--- src/hdl/encspd_pkg.sv ---
`timescale 1ns / 1ps
// ----------------------------------------------------------------------------
// encspd_pkg
// shared types and constants of the encoder speed estimator
// ----------------------------------------------------------------------------
package encspd_pkg;

    // field widths of the external channels
    localparam int CMD_BITS        = 2;
    localparam int FIELD_POS_BITS  = 17;
    localparam int FIELD_TICK_BITS = 32;
    localparam int SPEED_BITS      = 32;
    localparam int CFG_INDEX_BITS  = 2;
    localparam int CFG_DATA_BITS   = 32;

    typedef logic [CMD_BITS-1:0]       t_command;
    typedef logic [CFG_INDEX_BITS-1:0] t_cfg_index;

    // request commands
    localparam t_command CMD_TICK     = 2'd0;
    localparam t_command CMD_SAMPLE   = 2'd1;
    localparam t_command CMD_BASELINE = 2'd2;

    // configuration register indexes
    localparam t_cfg_index REG_COUNTS_PER_REV = 2'd0;
    localparam t_cfg_index REG_SPEED_SCALE    = 2'd1;

    localparam logic [FIELD_POS_BITS-1:0] CPR_RESET = 17'd116000;

    // job queue between front and back
    localparam int QUEUE_DEPTH = 2;

    localparam logic [SPEED_BITS-1:0] SPEED_MAX = '1;

endpackage

--- src/hdl/encspd_front.sv ---
`timescale 1ns / 1ps
// ----------------------------------------------------------------------------
// encspd_front
// request decode, tick counter, baseline state and delta forming
// ----------------------------------------------------------------------------
module encspd_front #(
    parameter int POSITION_BITS = 17,
    parameter int TICK_BITS     = 32
) (
    input  logic                                   i_clk,
    input  logic                                   i_rst_n,
    input  logic                                   i_valid,
    output logic                                   o_ready,
    input  encspd_pkg::t_command                   i_command,
    input  logic [encspd_pkg::FIELD_POS_BITS-1:0]  i_position,
    input  logic [encspd_pkg::FIELD_POS_BITS-1:0]  i_counts_per_rev,
    input  logic                                   i_full,
    output logic                                   o_push,
    output logic [POSITION_BITS-1:0]               o_position_delta,
    output logic [TICK_BITS-1:0]                   o_tick_delta
);

    localparam int PIN_BITS = (POSITION_BITS < encspd_pkg::FIELD_POS_BITS) ?
                              POSITION_BITS : encspd_pkg::FIELD_POS_BITS;

    logic [TICK_BITS-1:0]     r_tick_counter, n_tick_counter;
    logic [TICK_BITS-1:0]     r_last_tick, n_last_tick;
    logic [POSITION_BITS-1:0] r_last_position, n_last_position;

    logic                     w_fire;
    logic                     w_is_sample;
    logic [POSITION_BITS-1:0] w_pos;
    logic [POSITION_BITS-1:0] w_cpr;

    assign w_is_sample = (i_command == encspd_pkg::CMD_SAMPLE);
    // only a sample needs a queue slot
    assign o_ready     = !i_full || !w_is_sample;
    assign w_fire      = i_valid && o_ready;
    assign o_push      = w_fire && w_is_sample;

    assign w_pos = POSITION_BITS'(i_position[PIN_BITS-1:0]);
    assign w_cpr = POSITION_BITS'(i_counts_per_rev);

    // forward move or wrap past the revolution boundary
    assign o_position_delta = (w_pos >= r_last_position) ? (w_pos - r_last_position)
                                                         : (w_cpr - r_last_position + w_pos);
    assign o_tick_delta     = r_tick_counter - r_last_tick;

    always_comb begin
        n_tick_counter  = r_tick_counter;
        n_last_tick     = r_last_tick;
        n_last_position = r_last_position;
        if (w_fire) begin
            unique case (i_command) inside
                encspd_pkg::CMD_TICK: begin
                    n_tick_counter = r_tick_counter + TICK_BITS'(1);
                end
                encspd_pkg::CMD_SAMPLE, encspd_pkg::CMD_BASELINE: begin
                    n_last_tick     = r_tick_counter;
                    n_last_position = w_pos;
                end
                default: begin
                end
            endcase
        end
    end

    always_ff @(posedge i_clk) begin
        if (!i_rst_n) begin
            r_tick_counter  <= '0;
            r_last_tick     <= '0;
            r_last_position <= '0;
        end else begin
            r_tick_counter  <= n_tick_counter;
            r_last_tick     <= n_last_tick;
            r_last_position <= n_last_position;
        end
    end

endmodule

--- src/hdl/encspd_queue.sv ---
`timescale 1ns / 1ps
// ----------------------------------------------------------------------------
// encspd_queue
// short job queue between front and back
// ----------------------------------------------------------------------------
module encspd_queue #(
    parameter int DATA_BITS = 49
) (
    input  logic                 i_clk,
    input  logic                 i_rst_n,
    input  logic                 i_push,
    input  logic [DATA_BITS-1:0] i_data,
    output logic                 o_full,
    input  logic                 i_pop,
    output logic                 o_valid,
    output logic [DATA_BITS-1:0] o_data
);

    localparam int DEPTH     = encspd_pkg::QUEUE_DEPTH;
    localparam int PTR_BITS  = (DEPTH > 1) ? $clog2(DEPTH) : 1;
    localparam int CNT_BITS  = $clog2(DEPTH + 1);

    logic [DATA_BITS-1:0] r_mem [DEPTH];
    logic [PTR_BITS-1:0]  r_wr_ptr, r_rd_ptr;
    logic [CNT_BITS-1:0]  r_count;

    assign o_full  = (r_count == CNT_BITS'(DEPTH));
    assign o_valid = (r_count != '0);
    assign o_data  = r_mem[r_rd_ptr];

    always_ff @(posedge i_clk) begin
        if (i_push) begin
            r_mem[r_wr_ptr] <= i_data;
        end
    end

    always_ff @(posedge i_clk) begin
        if (!i_rst_n) begin
            r_wr_ptr <= '0;
            r_rd_ptr <= '0;
            r_count  <= '0;
        end else begin
            if (i_push) begin
                r_wr_ptr <= (r_wr_ptr == PTR_BITS'(DEPTH - 1)) ? '0 : r_wr_ptr + PTR_BITS'(1);
            end
            if (i_pop) begin
                r_rd_ptr <= (r_rd_ptr == PTR_BITS'(DEPTH - 1)) ? '0 : r_rd_ptr + PTR_BITS'(1);
            end
            case ({i_push, i_pop})
                2'b10:   r_count <= r_count + CNT_BITS'(1);
                2'b01:   r_count <= r_count - CNT_BITS'(1);
                default: r_count <= r_count;
            endcase
        end
    end

endmodule

--- src/hdl/encspd_back.sv ---
`timescale 1ns / 1ps
// ----------------------------------------------------------------------------
// encspd_back
// scale multiply, overflow check, serial restoring divide, result register
// ----------------------------------------------------------------------------
module encspd_back #(
    parameter int POSITION_BITS = 17,
    parameter int TICK_BITS     = 32
) (
    input  logic                                   i_clk,
    input  logic                                   i_rst_n,
    input  logic [encspd_pkg::SPEED_BITS-1:0]      i_speed_scale,
    input  logic                                   i_job_valid,
    input  logic [POSITION_BITS-1:0]               i_position_delta,
    input  logic [TICK_BITS-1:0]                   i_tick_delta,
    output logic                                   o_pop,
    output logic                                   o_valid,
    input  logic                                   i_ready,
    output logic [encspd_pkg::SPEED_BITS-1:0]      o_speed,
    output logic [encspd_pkg::FIELD_POS_BITS-1:0]  o_position_delta,
    output logic [encspd_pkg::FIELD_TICK_BITS-1:0] o_tick_delta,
    output logic                                   o_zero_interval
);

    localparam int QB        = encspd_pkg::SPEED_BITS;
    localparam int PROD_BITS = QB + POSITION_BITS;
    localparam int CMP_BITS  = (POSITION_BITS > TICK_BITS) ? POSITION_BITS : TICK_BITS;
    localparam int CNT_BITS  = $clog2(QB);

    localparam logic [2:0] S_IDLE  = 3'd0;
    localparam logic [2:0] S_MUL   = 3'd1;
    localparam logic [2:0] S_CHECK = 3'd2;
    localparam logic [2:0] S_DIV   = 3'd3;
    localparam logic [2:0] S_OUT   = 3'd4;

    logic [2:0]               r_state;
    logic [CNT_BITS-1:0]      r_count;
    logic [POSITION_BITS-1:0] r_pd;
    logic [TICK_BITS-1:0]     r_td;
    logic                     r_zero;
    logic [PROD_BITS-1:0]     r_product;
    logic [TICK_BITS-1:0]     r_rem;
    logic [QB-1:0]            r_low;
    logic [QB-1:0]            r_speed;

    logic [POSITION_BITS-1:0] w_prod_hi;
    logic                     w_overflow;
    logic [TICK_BITS:0]       w_shifted;
    logic [TICK_BITS:0]       w_diff;
    logic                     w_ge;
    logic [TICK_BITS-1:0]     n_rem;
    logic [QB-1:0]            n_low;

    assign o_pop = (r_state == S_IDLE) && i_job_valid;

    // quotient fits in QB bits only when the high part is below the divisor
    assign w_prod_hi  = r_product[PROD_BITS-1:QB];
    assign w_overflow = (CMP_BITS'(w_prod_hi) >= CMP_BITS'(r_td));

    // one restoring divide step
    assign w_shifted = {r_rem, r_low[QB-1]};
    assign w_diff    = w_shifted - {1'b0, r_td};
    assign w_ge      = (w_shifted >= {1'b0, r_td});
    assign n_rem     = w_ge ? w_diff[TICK_BITS-1:0] : w_shifted[TICK_BITS-1:0];
    assign n_low     = {r_low[QB-2:0], w_ge};

    always_ff @(posedge i_clk) begin
        if (o_pop) begin
            r_pd   <= i_position_delta;
            r_td   <= i_tick_delta;
            r_zero <= (i_tick_delta == '0);
        end
        if (r_state == S_MUL) begin
            r_product <= PROD_BITS'(i_speed_scale) * PROD_BITS'(r_pd);
        end
        if (r_state == S_CHECK) begin
            r_rem <= TICK_BITS'(w_prod_hi);
            r_low <= r_product[QB-1:0];
            if (r_zero) begin
                r_speed <= '0;
            end else if (w_overflow) begin
                r_speed <= encspd_pkg::SPEED_MAX;
            end
        end
        if (r_state == S_DIV) begin
            r_rem <= n_rem;
            r_low <= n_low;
            if (r_count == CNT_BITS'(QB - 1)) begin
                r_speed <= n_low;
            end
        end
    end

    always_ff @(posedge i_clk) begin
        if (!i_rst_n) begin
            r_state <= S_IDLE;
            r_count <= '0;
        end else begin
            unique case (r_state)
                S_IDLE: begin
                    if (i_job_valid) begin
                        r_state <= S_MUL;
                    end
                end
                S_MUL: begin
                    r_state <= S_CHECK;
                end
                S_CHECK: begin
                    r_count <= '0;
                    r_state <= (r_zero || w_overflow) ? S_OUT : S_DIV;
                end
                S_DIV: begin
                    r_count <= r_count + CNT_BITS'(1);
                    if (r_count == CNT_BITS'(QB - 1)) begin
                        r_state <= S_OUT;
                    end
                end
                S_OUT: begin
                    if (i_ready) begin
                        r_state <= S_IDLE;
                    end
                end
                default: begin
                    r_state <= S_IDLE;
                end
            endcase
        end
    end

    assign o_valid          = (r_state == S_OUT);
    assign o_speed          = r_speed;
    assign o_position_delta = encspd_pkg::FIELD_POS_BITS'(r_pd);
    assign o_tick_delta     = encspd_pkg::FIELD_TICK_BITS'(r_td);
    assign o_zero_interval  = r_zero;

endmodule

--- src/hdl/encoder_speed_estimator.sv ---
`timescale 1ns / 1ps
// ----------------------------------------------------------------------------
// encoder_speed_estimator
// quadrature encoder speed measurement in unsigned q16.16 rev/s
// ----------------------------------------------------------------------------
//
// channel  | dir | handshake               | payload
// ---------+-----+-------------------------+-------------------------------------
// in       | in  | i_in_valid / o_in_ready | i_command, i_position
// out      | out | o_out_valid/i_out_ready | o_speed, o_position_delta,
//          |     |                         | o_tick_delta, o_zero_interval
// cfg      | in  | i_cfg_valid/o_cfg_ready | i_cfg_index, i_cfg_data
//
// - tick, baseline and unused requests are handled in the front and give no result
// - a sample passes through the back in order: pop, multiply, overflow check,
//   32 restoring divide steps (one quotient bit per cycle), result register;
//   the divide loop sets the sustained sample rate
// - a zero interval or a saturated quotient skips the divide
// - a two-entry queue parts front and back; the front keeps taking ticks and
//   baselines while the back waits on a stalled result
// - synchronous active-low reset clears counters, last position and control;
//   configuration returns to counts_per_rev 116000, speed_scale 0
//
module encoder_speed_estimator #(
    parameter int POSITION_BITS = 17,
    parameter int TICK_BITS     = 32
) (
    input  logic                                   i_clk,
    input  logic                                   i_rst_n,
    // request channel
    input  logic                                   i_in_valid,
    output logic                                   o_in_ready,
    input  logic [encspd_pkg::CMD_BITS-1:0]        i_command,
    input  logic [encspd_pkg::FIELD_POS_BITS-1:0]  i_position,
    // result channel
    output logic                                   o_out_valid,
    input  logic                                   i_out_ready,
    output logic [encspd_pkg::SPEED_BITS-1:0]      o_speed,
    output logic [encspd_pkg::FIELD_POS_BITS-1:0]  o_position_delta,
    output logic [encspd_pkg::FIELD_TICK_BITS-1:0] o_tick_delta,
    output logic                                   o_zero_interval,
    // configuration channel
    input  logic                                   i_cfg_valid,
    output logic                                   o_cfg_ready,
    input  logic [encspd_pkg::CFG_INDEX_BITS-1:0]  i_cfg_index,
    input  logic [encspd_pkg::CFG_DATA_BITS-1:0]   i_cfg_data
);

    localparam int JOB_BITS = POSITION_BITS + TICK_BITS;

    // configuration registers
    logic [encspd_pkg::FIELD_POS_BITS-1:0] r_counts_per_rev;
    logic [encspd_pkg::SPEED_BITS-1:0]     r_speed_scale;

    // front to queue
    logic                     w_push;
    logic [POSITION_BITS-1:0] w_front_pd;
    logic [TICK_BITS-1:0]     w_front_td;
    logic                     w_q_full;

    // queue to back
    logic                     w_q_valid;
    logic                     w_pop;
    logic [JOB_BITS-1:0]      w_q_data;

    // writes always taken; user writes only when the block is idle; not enforced
    assign o_cfg_ready = 1'b1;

    always_ff @(posedge i_clk) begin
        if (!i_rst_n) begin
            r_counts_per_rev <= encspd_pkg::CPR_RESET;
            r_speed_scale    <= '0;
        end else if (i_cfg_valid) begin
            unique case (i_cfg_index)
                encspd_pkg::REG_COUNTS_PER_REV: begin
                    r_counts_per_rev <= i_cfg_data[encspd_pkg::FIELD_POS_BITS-1:0];
                end
                encspd_pkg::REG_SPEED_SCALE: begin
                    r_speed_scale <= i_cfg_data[encspd_pkg::SPEED_BITS-1:0];
                end
                default: begin
                    // unknown index, write dropped
                end
            endcase
        end
    end

    // request decode and delta forming
    encspd_front #(
        .POSITION_BITS (POSITION_BITS),
        .TICK_BITS     (TICK_BITS)
    ) u_front (
        .i_clk            (i_clk),
        .i_rst_n          (i_rst_n),
        .i_valid          (i_in_valid),
        .o_ready          (o_in_ready),
        .i_command        (i_command),
        .i_position       (i_position),
        .i_counts_per_rev (r_counts_per_rev),
        .i_full           (w_q_full),
        .o_push           (w_push),
        .o_position_delta (w_front_pd),
        .o_tick_delta     (w_front_td)
    );

    // sample jobs waiting for the divider
    encspd_queue #(
        .DATA_BITS (JOB_BITS)
    ) u_queue (
        .i_clk   (i_clk),
        .i_rst_n (i_rst_n),
        .i_push  (w_push),
        .i_data  ({w_front_pd, w_front_td}),
        .o_full  (w_q_full),
        .i_pop   (w_pop),
        .o_valid (w_q_valid),
        .o_data  (w_q_data)
    );

    // speed arithmetic and result register
    encspd_back #(
        .POSITION_BITS (POSITION_BITS),
        .TICK_BITS     (TICK_BITS)
    ) u_back (
        .i_clk            (i_clk),
        .i_rst_n          (i_rst_n),
        .i_speed_scale    (r_speed_scale),
        .i_job_valid      (w_q_valid),
        .i_position_delta (w_q_data[JOB_BITS-1:TICK_BITS]),
        .i_tick_delta     (w_q_data[TICK_BITS-1:0]),
        .o_pop            (w_pop),
        .o_valid          (o_out_valid),
        .i_ready          (i_out_ready),
        .o_speed          (o_speed),
        .o_position_delta (o_position_delta),
        .o_tick_delta     (o_tick_delta),
        .o_zero_interval  (o_zero_interval)
    );

    // zero flag tracks the tick delta of the same result
    a_zero_flag: assert property (@(posedge i_clk) disable iff (!i_rst_n)
        o_out_valid |-> (o_zero_interval == (o_tick_delta == '0)))
        else $error("zero_interval does not match tick_delta");

    // zero interval forces zero speed
    a_zero_speed: assert property (@(posedge i_clk) disable iff (!i_rst_n)
        (o_out_valid && o_zero_interval) |-> (o_speed == '0))
        else $error("nonzero speed on zero interval");

    // zero scale gives zero speed through the divide path
    a_zero_scale: assert property (@(posedge i_clk) disable iff (!i_rst_n)
        (o_out_valid && (r_speed_scale == '0)) |-> (o_speed == '0))
        else $error("nonzero speed with zero scale");

    // the back only pops a job that is present
    a_pop_valid: assert property (@(posedge i_clk) disable iff (!i_rst_n)
        w_pop |-> (w_q_valid && !o_out_valid))
        else $error("job popped from empty queue or while result pending");

endmodule

--- config.mk ---
export PLATFORM = sky130hd
export DESIGN_NAME = encoder_speed_estimator
export DESIGN_NICKNAME = d
export VERILOG_FILES = /design/src/hdl/encspd_pkg.sv /design/src/hdl/encspd_front.sv /design/src/hdl/encspd_queue.sv /design/src/hdl/encspd_back.sv /design/src/hdl/encoder_speed_estimator.sv
export SDC_FILE = /design/constraint.sdc
export NUM_CORES = 2
export LEC_CHECK = 0
export BUFFER_PORTS_ARGS = -buffer_cell sky130_fd_sc_hd__buf_4
export CAP_MARGIN = 5
export CELL_PAD_IN_SITES_DETAIL_PLACEMENT = 0
export CELL_PAD_IN_SITES_GLOBAL_PLACEMENT = 1
export CORE_UTILIZATION = 54
export CTS_CLUSTER_DIAMETER = 100
export DETAILED_ROUTE_END_ITERATION = 6
export HOLD_SLACK_MARGIN = 0.15
export PLACE_DENSITY = 0.95
export SYNTH_ARGS = -nofsm -noshare
export SYNTH_HDL_FRONTEND = slang
export SYNTH_HIERARCHICAL = 1
export SYNTH_SLANG_ARGS = --single-unit
--- constraint.sdc ---
create_clock -name i_clk -period 17.88 [get_ports i_clk]
set_input_delay 5.364 -clock i_clk [delete_from_list [all_inputs] [get_ports i_clk]]
set_output_delay 5.364 -clock i_clk [all_outputs]
set_load 0.01 [all_outputs]
==> summary.txt <==
Global route
  • First-pass GRT wire length: 156000 um
  • Grt total ovfl: 0
  • Number of antenna violations at the first check in global routing: 0
  • Gr usage total: 26.3%
  • Vias in the first global route: 29600
  • Largest net degree at the start of global routing: 93

Setup path
  • Reg2reg setup slack: 10.55 ns
  • Cell family with most CP delay: buffers and inverters
  • Slowest cell on crit path: ha_1
  • CP Depth: 5
  • Worst reg2reg path endpoint: u_back/r_product[45]$_DFFE_PP_
  • WP data required: 12.52 ns
  • Critical R2R Launch: r_speed_scale[11]$_SDFFE_PN0P_
  • CP bufs+invs: 3
  • Critical path startpoint: i_command[1]
  • CP arrival: 5.92 ns
  • Slowest stage delay, CP: 0.18 ns
  • Crit Path Category: input pin to output port
  • Crit path launch type: input pin
  • Crit Path Max Fanout: 3
  • Worst Setup EP: o_in_ready
  • CP most frequent cell: buf_4
  • Critical path endpoint category: output port
  • R2R depth: 20
  • Crit-path cells: buf_4 -> inv_1 -> ha_1 -> nand2_1 -> buf_4

Clock network
  • Deepest clock path buffer count: 3
  • Clock buffer count from CTS: 48
  • Clk sinks: 436
  • Hold bufs inserted after CTS: 0
  • Clk root buf: clkbuf_16
  • H-tree depth: 2
  • Clock-pin transition on the worst setup and hold timing paths: 0.06 ns
  • Post-CTS Setup Inserts: 0
  • Resized Gates After CTS: 0
  • Clock latency on the worst-skew pair: 0.60 ns
  • TritonCTS clock tree: done

Drt
  • DRT iter0 DRCs: 2109
  • Final WL: 98500 um
  • First-pass detailed-route iteration total: 7
  • DR vias/cell: 5.57
  • Residual DRC count: 8
  • Detailed-route via count: 29500
  • ANT nets after route: 0
  • Drt wl/cell: 18.6 um

Synthesis
  • Main combinational cell family by area after synthesis: adder cells
  • Net Count, Synth: 5019
  • Yosys reg bits: 436
  • Syn Inst Count: 4250
  • Synth top area cells: fa_1 (23%), edfxtp_1 (20%), dfxtp_1 (8.7%)
  • Main synth FF type: edfxtp_1
  • Compound-Gate Fraction of Synth Area: 9.24%
  • Async set or reset register ratio after synthesis: 0%
  • Sequential share of the synthesized area: 28.3%
  • Synth top area share: 23.4%
  • XOR/XNOR Fraction of Synth Area: 3.28%
  • Syn Area/Cell: 9.43 sq um
  • Post-synthesis simple-gate area fraction: 15.9%
  • Post-Synthesis Cell Area: 40100 sq um
  • Adder-cell area share of the yosys netlist: 31.0%
  • EDFF count, synth: 261
  • Synth area leader: fa_1
  • Yosys Warn Count: 6
  • Mux share of post-synthesis cell area: 3.38%
  • Synth cell types: 96

Finish
  • Post-layout net count: 5067
  • Layout cell share with drive strength beyond 1: 8.35%
  • Syn-to-layout area delta: 8.59%
  • Diode count: 0
  • Fillers: 6185
  • Multi-input gate area: 25200 sq um
  • FF/Latch Area: 11300 sq um

Floorplan
  • Die ar.: 75300 sq um
  • Std cell rows: 99
  • Starting Density: 54.7%
  • Io pins: 143
  • Die H: 274 um
  • Die width: 274 um
  • Core outline area: 73200 sq um

Placement
  • Buffers on Ports: 141
  • Detailed Place HPWL: 71600 um
  • Gp weighted congestion: 0.922

Timing
  • Setup TNS Final: 0 ns
  • Fin. max-slew vios: 0
  • Relative slew slack: 22.4%
  • Final hold vios: 0
  • RSZ-0062 raised after global routing: false
  • Tightest Pin Transition: 1.16 ns
  • Tmin final: 11.28 ns
  • Achievable Freq: 88.7 MHz
  • Setup violations, final: 0
  • Period Utilization, post-route: 63.1%
  • Clock skew: 0.0384 ns

Min path
  • Min-delay worst type: flip-flop to flip-flop

Run status
  • Failing checks: DRC
  • Status: complete, but fails checks

Power
  • Max VDD drop: 91.9 uV
  • Pwr Density: 101 nW/um^2
  • Leak Pwr: 19.9 nW
  • Total Power: 4.40 mW

Job
  • Max-cap check violation count: 0
[cell usage after synthesis (25+ instances only)]
library cell	instances
a21boi_0	57
a21o_1	62
a21oi_1	132
a22oi_1	33
and2_1	260
and3_1	25
clkbuf_1	158
dfxtp_1	175
edfxtp_1	261
fa_1	468
ha_1	243
inv_1	731
mux2_2	54
mux2i_1	73
nand2_1	742
nand3_1	55
nor2_1	110
o21a_1	27
o21ai_0	70
o21ai_1	29
xnor2_1	113
xor2_1	37
[area by class of cell]
type / count / area share [%]
well taps: 959 / 2.76
repair buffers: 182 / 3.14
flip-flops and latches: 436 / 26.1
clock buffers: 53 / 2.85
inverters: 732 / 6.31
clock inverters: 36 / 0.983
multi-input cells: 2898 / 57.9
[layout by cell type, fill, tap and decap left out, types with 8 or more instances in the layout]
master / instances
a21o_1: 62
buf_4: 182
nand4_1: 21
a21oi_1: 132
a21boi_0: 57
nor2_1: 109
o31ai_1: 8
xor2_1: 37
nand2_1: 740
or3_1: 13
ha_1: 243
o21bai_1: 15
fa_1: 468
inv_1: 731
nor3_1: 23
nor2b_1: 19
mux2i_1: 73
xnor2_1: 113
nand3_1: 55
o21a_1: 27
o211ai_1: 15
a211oi_1: 16
o21ai_1: 29
and2_1: 259
or2_2: 8
and3_1: 25
clkbuf_16: 49
dfxtp_1: 174
o21ai_0: 70
a22oi_1: 33
edfxtp_1: 261
clkinv_2: 9
mux2_2: 54
nand2b_1: 22
a31oi_1: 21
nor4_1: 16
[worst min path at each step]
| stage | cells past startpoint | from | slack [ns] | to |
|---|---|---|---|---|
| 2_1_floorplan | 2 | r_speed_scale[29]$_SDFFE_PN0P_ | 0.43 | r_speed_scale[29]$_SDFFE_PN0P_ |
| 3_3_place_gp | 2 | r_counts_per_rev[2]$_SDFFE_PN0P_ | 0.44 | r_counts_per_rev[2]$_SDFFE_PN0P_ |
| 3_5_place_dp | 2 | r_counts_per_rev[3]$_SDFFE_PN0P_ | 0.45 | r_counts_per_rev[3]$_SDFFE_PN0P_ |
| 4_1_cts | 2 | r_counts_per_rev[3]$_SDFFE_PN0P_ | 0.46 | r_counts_per_rev[3]$_SDFFE_PN0P_ |
| 5_1_grt | 2 | u_front/r_last_tick[27]$_SDFFE_PN0P_ | 0.48 | u_front/r_last_tick[27]$_SDFFE_PN0P_ |
| 6_report | 2 | r_counts_per_rev[7]$_SDFFE_PN0P_ | 0.46 | r_counts_per_rev[7]$_SDFFE_PN0P_ |
[sequential cells by signal, indices dropped and copies added, names as in the netlist, 5 cells and up, named ones only]
| signal | flops |
|---|---|
| u_back/o_tick_delta | 32 |
| u_front/r_last_position | 17 |
| u_back/r_rem | 32 |
| u_front/r_tick_counter | 32 |
| u_back/o_position_delta | 17 |
| u_back/o_speed | 32 |
| u_queue/r_mem | 98 |
| u_back/r_product | 49 |
| u_back/r_low | 32 |
| u_front/r_last_tick | 32 |
| r_counts_per_rev | 17 |
| u_back/r_count | 5 |
| r_speed_scale | 32 |
[cell families (layout without fill, tap and decap cells)]
logic type / Yosys count / after routing
buffers and inverters: 916 / 1003
adder cells (fa/ha/maj): 711 / 711
multiplexers: 128 / 128
flip-flops: 436 / 436
XOR/XNOR: 150 / 150
other: 1 / 1
AND/OR/NAND/NOR: 1359 / 1359
AO/OA/AOI/OAI: 549 / 549
[worst register-to-register path, delay by kind of cell (launching register included)]
kind | cells | cell delay (ns)
flip-flops | 1 | 0.92
AO/OA/AOI/OAI | 9 | 2.12
buffers and inverters | 3 | 0.17
AND/OR/NAND/NOR | 1 | 0.20
adder cells (fa/ha/maj) | 7 | 3.63
[metal layers]
| layer | share of wire (%) | GRT usage [%] |
|---|---|---|
| met4 | 3.0 | 9.14 |
| met1 | 41 | 34.6 |
| met5 | 0 | 0 |
| met2 | 50 | 44.7 |
| met3 | 6.0 | 3.35 |
[through the flow]
step           hold WS [ns]  std cells  instance area [sq um]  utilization, %  worst slack [ns]
3_5_place_dp          0.453       5207                  41900            57.2              6.60
5_1_grt               0.485       5296                  43500            59.4              6.56
6_report              0.460       5296                  43500            59.4              6.60
4_1_cts               0.463       5296                  43500            59.4              6.60
3_3_place_gp          0.444       5207                  41900            57.2              6.61
2_1_floorplan         0.434       4250                  40100               -              6.84
[report_power, final]
group	switching [mW]	total (mW)	leakage, nW	internal, mW
sequential	0.105	1.38	3.84	1.28
combinational	1.25	1.98	15.3	0.728
clock	0.427	1.04	0.799	0.610
total	1.78	4.40	19.9	2.62
Power figures use the tool's default switching activity.
